### src/design/lstk_pkg.sv
package lstk_pkg;

  // Default number of stack entries
  localparam int STACK_DEPTH_DEF = 16;

  // Field widths
  localparam int OP_W    = 3;
  localparam int DATA_W  = 32;
  localparam int COUNT_W = 5;

  // Operation codes
  localparam logic [OP_W-1:0] OP_PUSH     = 3'd0;
  localparam logic [OP_W-1:0] OP_POP      = 3'd1;
  localparam logic [OP_W-1:0] OP_PEEK     = 3'd2;
  localparam logic [OP_W-1:0] OP_CONTAINS = 3'd3;
  localparam logic [OP_W-1:0] OP_CLEAR    = 3'd4;

  // Command broadcast from the controller to every cell
  typedef struct packed {
    logic push;    // take the word from the cell above
    logic pop;     // take the word from the cell below
    logic clr;     // drop the entry
    logic load;    // latch the local compare result
    logic ripple;  // fold in the hit flag from the cell below
  } cell_cmd_t;

endpackage

### src/design/lstk_cell.sv
module lstk_cell (
  input  logic                             clk,
  input  logic                             rst,
  input  lstk_pkg::cell_cmd_t              cmd,
  input  logic signed [lstk_pkg::DATA_W-1:0] search,
  input  logic signed [lstk_pkg::DATA_W-1:0] up_data,
  input  logic                             up_valid,
  input  logic signed [lstk_pkg::DATA_W-1:0] dn_data,
  input  logic                             dn_valid,
  input  logic                             dn_hit,
  output logic signed [lstk_pkg::DATA_W-1:0] cell_data,
  output logic                             cell_valid,
  output logic                             cell_hit
);

  // Shift the entry up or down the chain
  always_ff @(posedge clk) begin
    if (cmd.push) begin
      cell_data <= up_data;
    end else if (cmd.pop) begin
      cell_data <= dn_data;
    end
  end

  // Track whether this cell holds an entry
  always_ff @(posedge clk) begin
    if (rst || cmd.clr) begin
      cell_valid <= 1'b0;
    end else if (cmd.push) begin
      cell_valid <= up_valid;
    end else if (cmd.pop) begin
      cell_valid <= dn_valid;
    end
  end

  // Compare locally, then fold hits toward the top of the chain
  always_ff @(posedge clk) begin
    if (rst) begin
      cell_hit <= 1'b0;
    end else if (cmd.load) begin
      cell_hit <= cell_valid && (cell_data == search);
    end else if (cmd.ripple) begin
      cell_hit <= cell_hit | dn_hit;
    end
  end

endmodule

### src/design/bounded_lifo_stack_with_search_core.sv
// Last-in-first-out stack of STACK_DEPTH signed 32-bit words built as a chain of
// cells; cell 0 is the top. Push, pop, peek and clear register their result at
// the edge that accepts the word. For contains, every cell compares its entry in
// the accept cycle, then the hit flags ripple one cell per cycle toward the top
// before the result is registered. The output register lets a new word be
// accepted in the cycle its predecessor's result is taken.
module bounded_lifo_stack_with_search_core #(
  parameter int STACK_DEPTH = lstk_pkg::STACK_DEPTH_DEF
) (
  input  logic                                clk,
  input  logic                                rst,
  input  logic                                in_valid,
  output logic                                in_stall,
  input  logic [lstk_pkg::OP_W-1:0]           operation,
  input  logic signed [lstk_pkg::DATA_W-1:0]  value,
  output logic                                out_valid,
  input  logic                                out_stall,
  output logic                                ok,
  output logic signed [lstk_pkg::DATA_W-1:0]  data,
  output logic [lstk_pkg::COUNT_W-1:0]        count,
  output logic                                is_empty,
  output logic                                is_full
);

  localparam int CW  = $clog2(STACK_DEPTH + 1);
  localparam int SCW = (STACK_DEPTH > 1) ? $clog2(STACK_DEPTH) : 1;

  localparam logic ST_IDLE   = 1'b0;
  localparam logic ST_SEARCH = 1'b1;

  logic                               state;
  logic [SCW-1:0]                     scnt;
  logic [CW-1:0]                      depth_used;
  logic [CW-1:0]                      depth_next;
  logic [CW-1:0]                      res_depth;
  logic [CW+lstk_pkg::COUNT_W-1:0]    res_depth_ext;
  logic                               accept;
  logic                               out_free;
  logic                               finish;
  logic                               r_ok;
  logic signed [lstk_pkg::DATA_W-1:0] r_data;
  logic                               stk_empty;
  logic                               stk_full;
  lstk_pkg::cell_cmd_t                cmd;

  logic signed [lstk_pkg::DATA_W-1:0] cdata  [STACK_DEPTH];
  logic                               cvalid [STACK_DEPTH];
  logic                               chit   [STACK_DEPTH];

  // Build the chain; the input word enters at the top
  for (genvar i = 0; i < STACK_DEPTH; i++) begin : g_cell
    logic signed [lstk_pkg::DATA_W-1:0] up_d;
    logic                               up_v;
    logic signed [lstk_pkg::DATA_W-1:0] dn_d;
    logic                               dn_v;
    logic                               dn_h;

    if (i == 0) begin : g_top
      assign up_d = value;
      assign up_v = 1'b1;
    end else begin : g_mid
      assign up_d = cdata[i-1];
      assign up_v = cvalid[i-1];
    end

    if (i == STACK_DEPTH - 1) begin : g_bot
      assign dn_d = '0;
      assign dn_v = 1'b0;
      assign dn_h = 1'b0;
    end else begin : g_low
      assign dn_d = cdata[i+1];
      assign dn_v = cvalid[i+1];
      assign dn_h = chit[i+1];
    end

    lstk_cell u_cell (
      .clk        (clk),
      .rst        (rst),
      .cmd        (cmd),
      .search     (value),
      .up_data    (up_d),
      .up_valid   (up_v),
      .dn_data    (dn_d),
      .dn_valid   (dn_v),
      .dn_hit     (dn_h),
      .cell_data  (cdata[i]),
      .cell_valid (cvalid[i]),
      .cell_hit   (chit[i])
    );
  end

  // Handshake
  assign out_free = !out_valid || !out_stall;
  assign in_stall = (state != ST_IDLE) || !out_free;
  assign accept   = in_valid && !in_stall;
  assign finish   = (state == ST_SEARCH) && (scnt == '0) && out_free;

  assign stk_empty = (depth_used == '0);
  assign stk_full  = (depth_used == CW'(STACK_DEPTH));

  // Decode the operation into a chain command and a result
  always_comb begin
    depth_next = depth_used;
    r_ok       = 1'b0;
    r_data     = '0;
    cmd        = '0;
    if (accept) begin
      case (operation)
        lstk_pkg::OP_PUSH: begin
          if (!stk_full) begin
            cmd.push   = 1'b1;
            depth_next = depth_used + CW'(1);
            r_ok       = 1'b1;
          end
        end
        lstk_pkg::OP_POP: begin
          if (!stk_empty) begin
            cmd.pop    = 1'b1;
            depth_next = depth_used - CW'(1);
            r_data     = cdata[0];
            r_ok       = 1'b1;
          end
        end
        lstk_pkg::OP_PEEK: begin
          if (!stk_empty) begin
            r_data = cdata[0];
            r_ok   = 1'b1;
          end
        end
        lstk_pkg::OP_CONTAINS: begin
          cmd.load = 1'b1;
        end
        lstk_pkg::OP_CLEAR: begin
          cmd.clr    = 1'b1;
          depth_next = '0;
          r_ok       = 1'b1;
        end
        default: begin
        end
      endcase
    end else if ((state == ST_SEARCH) && (scnt != '0)) begin
      cmd.ripple = 1'b1;
    end
  end

  // Sequence the search
  always_ff @(posedge clk) begin
    if (rst) begin
      state <= ST_IDLE;
      scnt  <= '0;
    end else begin
      case (state)
        ST_IDLE: begin
          if (accept && (operation == lstk_pkg::OP_CONTAINS)) begin
            state <= ST_SEARCH;
            scnt  <= SCW'(STACK_DEPTH - 1);
          end
        end
        ST_SEARCH: begin
          if (scnt != '0) begin
            scnt <= scnt - SCW'(1);
          end else if (finish) begin
            state <= ST_IDLE;
          end
        end
        default: begin
          state <= ST_IDLE;
        end
      endcase
    end
  end

  // Hold the entry count
  always_ff @(posedge clk) begin
    if (rst) begin
      depth_used <= '0;
    end else begin
      depth_used <= depth_next;
    end
  end

  // Load the result word, drop it once taken
  always_ff @(posedge clk) begin
    if (rst) begin
      out_valid <= 1'b0;
    end else if ((accept && (operation != lstk_pkg::OP_CONTAINS)) || finish) begin
      out_valid <= 1'b1;
    end else if (!out_stall) begin
      out_valid <= 1'b0;
    end
  end

  always_ff @(posedge clk) begin
    if (accept && (operation != lstk_pkg::OP_CONTAINS)) begin
      ok        <= r_ok;
      data      <= r_data;
      res_depth <= depth_next;
    end else if (finish) begin
      ok        <= chit[0];
      data      <= '0;
      res_depth <= depth_used;
    end
  end

  // Derive the count and flags from the registered depth
  assign res_depth_ext = {{lstk_pkg::COUNT_W{1'b0}}, res_depth};
  assign count         = res_depth_ext[lstk_pkg::COUNT_W-1:0];
  assign is_empty      = (res_depth == '0);
  assign is_full       = (res_depth == CW'(STACK_DEPTH));

endmodule
### config.mk
export PLATFORM = sky130hd
export DESIGN_NAME = bounded_lifo_stack_with_search_core
export DESIGN_NICKNAME = d
export VERILOG_FILES = /design/src/design/lstk_pkg.sv /design/src/design/lstk_cell.sv /design/src/design/bounded_lifo_stack_with_search_core.sv
export SDC_FILE = /design/constraint.sdc
export NUM_CORES = 1
export LEC_CHECK = 0
export ABC_AREA = 1
export BUFFER_PORTS_ARGS = -buffer_cell sky130_fd_sc_hd__buf_2
export CELL_PAD_IN_SITES_DETAIL_PLACEMENT = 0
export CELL_PAD_IN_SITES_GLOBAL_PLACEMENT = 2
export CORE_ASPECT_RATIO = 0.7
export CORE_MARGIN = 2
export CORE_UTILIZATION = 36
export CTS_BUF_LIST = sky130_fd_sc_hd__clkbuf_4 sky130_fd_sc_hd__clkbuf_8
export CTS_CLUSTER_DIAMETER = 150
export DETAILED_ROUTE_END_ITERATION = 6
export GPL_ROUTABILITY_DRIVEN = 0
export PLACE_DENSITY_LB_ADDON = 0.1
export SYNTH_ARGS = -nofsm -noshare
export SYNTH_HDL_FRONTEND = slang
export SYNTH_SLANG_ARGS = --single-unit
### constraint.sdc
create_clock -name clk -period 8.25 [get_ports clk]
set_clock_uncertainty 0.1 [all_clocks]
set_input_delay 0.825 -clock clk [delete_from_list [all_inputs] [get_ports clk]]
set_output_delay 0.825 -clock clk [all_outputs]
set_load 0.005 [all_outputs]
==> results.ini <==
[power_and_ir_drop]
pwr-share-comb_pct = 9.3
ir_drop_mv = 0.108
power_mw = 6.92
p_leak_nw = 14.6
netSwitchingFraction_pct = 27.5
p_seq_share_pct = 49.8
p_sw_mw = 1.90
power.share.clock_pct = 40.9
internal_power_mw = 5.02
p_per_area_nw_per_um2 = 194

[setup_path]
worstPathRequired_ps = 8640
critical_path.max_stage_delay_ps = 810
cpMostUsedCell = nand2_1
cp.arrival_ps = 4060
critPathLaunchType = flip-flop
cp_slowest_cell = nor2_4
critPathKind = reg2reg
crit_path_end_kind = flip-flop
path_cells = inv_1, ha_1, nand2_1, nor2_2, nand2_1, nand2_4, nor2_4, inv_8, buf_12, nand2_1, o21ai_0
worstPathMaxFanout = 183
cp-startpoint = depth_used[0]
r2r_start = depth_used[0]

[timing]
max_slew_margin_pct = 27.0
fmax_mhz = 272
setup_viol = 0
tightest_slew_ps = 1100
hold_viol = 0
min_period_ps = 3670
slew_viol_final = 0
rsz0062_at_grt = false
final.setup.tns_ps = 0
period_share_pct = 44.5

[final_layout]
fin_util_pct = 39.7
num-fill-cells = 9535
drive_gt1_share_pct = 6.97
layout.nets = 4052
area.sequential_um2 = 17400
multi_input_area_um2 = 12200
syn2layout_area_growth_pct = 9.42
stdcell_area_um2 = 35700

[floorplanning]
die-area_um2 = 93200
die_w_um = 364
core_um2 = 89900
boundaryPins = 81
die_h_um = 256
initial_core_util_pct = 36.3
rows = 92

[yosys]
mappedNetlistArea_um2 = 32700
synth_top_area_cell = edfxtp_1
synthTopCellsByArea = edfxtp_1, nand2_1, o21ai_0
synth_seq_cells = 593
synth.net_count = 4047
ys_top_cells_by_count = nand2_1, edfxtp_1, inv_1
synth.most_common_cell = nand2_1
synth_edf_count = 550
synth-seq-area-share_pct = 53.2
yosysTopAreaCellShare_pct = 50.6
synth_ff_type = edfxtp_1
synth.distinct_cells = 38
syn_area_per_cell_um2 = 8.16
async_reset_ff_share_pct = 0
yosysWarnings = 0
syn-instance-count = 4004

[flow_run]
cap_violations = 0

[clocking]
post-cts-setup-buffer-count = 0
clk_pin_slew_worst_paths_ps = 60
cts.sinks = 593
insertion_delay_ps = 790
cts_max_level = 3
ctsHoldBuffers = 0
cts_tree = built
post_cts_resized = 0
clock_path_buffers = 3
root_buffer = clkbuf_8
cts_buffers = 104

[global_route]
grt_pass1_vias = 24700
grt.busiest_layer = met1
grt_max_degree = 184
overflow = 0
track_usage_pct = 27.1
use_met3_pct = 7.52
met2_usage_pct = 35.4
antenna_found_initial = 13
grt_util_met1_pct = 43.5
grt_pass1_wl_um = 181000

[drt]
vias = 26800
routed_wl_um = 128000
drc = 0
dr.pass1.iters = 5
wl_per_cell_um = 24.0
drtIter0Drc = 3261
viasPerCell = 5.04
ant_nets = 0

[worst_hold_path]
hp-start = operation[2]
worstHoldPathType = in2reg

[place]
dpl_cell_area_um2 = 33700
port_buffers = 80
dp_hpwl_um = 91800

[outcome]
status = finished clean

==> flip-flops by register name, indices dropped and copies added (netlist names) <==
register / cells
g_cell.u_cell.cell_data: 512
data: 32
g_cell.u_cell.cell_hit: 16
g_cell.u_cell.cell_valid: 16
count: 5
depth_used: 5
scnt: 4
ok: 1
out_valid: 1
state: 1
==> routing by layer <==
layer	up-vias	routed length, um
li1	12800	-
met1	12900	64100
met2	900	48700
met3	138	12400
met4	4	2500
met5	-	27
==> per-stage QoR <==
step	hold WS (ps)	cells	setup WS, ps
after floorplan	349	4004	39.7
after global placement	381	5125	4290
after detailed placement	378	5125	4220
after CTS	276	5310	4670
after global routing	331	5311	4360
final	348	5313	4580
==> cell type report <==
cell class | count | share of cell area (%)
Timing Repair Buffer | 101 | 1.70
Tap cell | 1222 | 4.28
Antenna cell | 3 | 0.0210
Clock inverter | 29 | 0.431
Clock buffer | 156 | 5.26
Inverter | 535 | 5.66
Sequential cell | 593 | 48.6
Multi-Input combinational cell | 2674 | 34.0
==> cells by family (layout without fill, tap and decap cells) <==
| logic type | Yosys count | count (layout) | synth area share, % |
|---|---|---|---|
| other | 0 | 3 | 0 |
| DFF | 593 | 593 | 53.2 |
| adders and majority gates | 4 | 4 | 0.153 |
| xor gates and xnor gates | 180 | 180 | 4.83 |
| buffers and inverters | 737 | 821 | 9.62 |
| and+or+nand+nor | 1812 | 1812 | 21.5 |
| AOI/OAI and AO/OA | 678 | 678 | 10.7 |
==> cell usage in the layout, fill, tap and decap left out, types with 3 or more instances in the layout <==
master / netlist / layout
nand3_1: 55 / 55
o211ai_1: 5 / 5
nand2_1: 1396 / 1396
diode_2: 0 / 3
o21ai_0: 491 / 491
inv_2: 4 / 3
inv_1: 522 / 521
xnor2_1: 161 / 161
clkbuf_4: 0 / 43
nor2_1: 304 / 304
nor3_1: 9 / 9
edfxtp_1: 550 / 550
o21ai_1: 89 / 89
buf_4: 29 / 17
clkinv_2: 0 / 12
ha_1: 4 / 4
dfxtp_1: 43 / 43
a21boi_0: 8 / 8
buf_2: 63 / 80
clkinv_1: 9 / 24
buf_12: 0 / 4
a21oi_1: 48 / 48
o22ai_1: 31 / 31
xor2_1: 19 / 19
clkbuf_8: 0 / 113
nand4_1: 36 / 36
nand3b_1: 3 / 3
==> worst max-delay path: cells and delay by family (launching register included) <==
| family | cells | cell delay (ps) |
|---|---|---|
| simple gates | 6 | 1390 |
| buf+inv | 3 | 960 |
| flops | 1 | 390 |
| fa+ha+maj | 1 | 230 |
| compound gates | 1 | 100 |
==> worst paths after layout <==
kind | endpoint | slack, ps | cells past startpoint
max | g_cell[10].u_cell.cell_data[18] | 4580 | 11
min reg2reg | scnt[0] | 390 | 1
max reg2reg | g_cell[10].u_cell.cell_data[18] | 4580 | 11
min | depth_used[4] | 350 | 4
==> power groups by stage <==
stage	clock, mW	combinational [mW]	sequential, mW
final	2.83	0.643	3.45
after floorplan	0	0.397	3.50
after global placement	0	0.635	3.51
after global routing	3.00	0.706	3.46
after CTS	2.88	0.639	3.45
after detailed placement	0	0.637	3.51
Note: power is estimated with default switching activity, not from simulation.
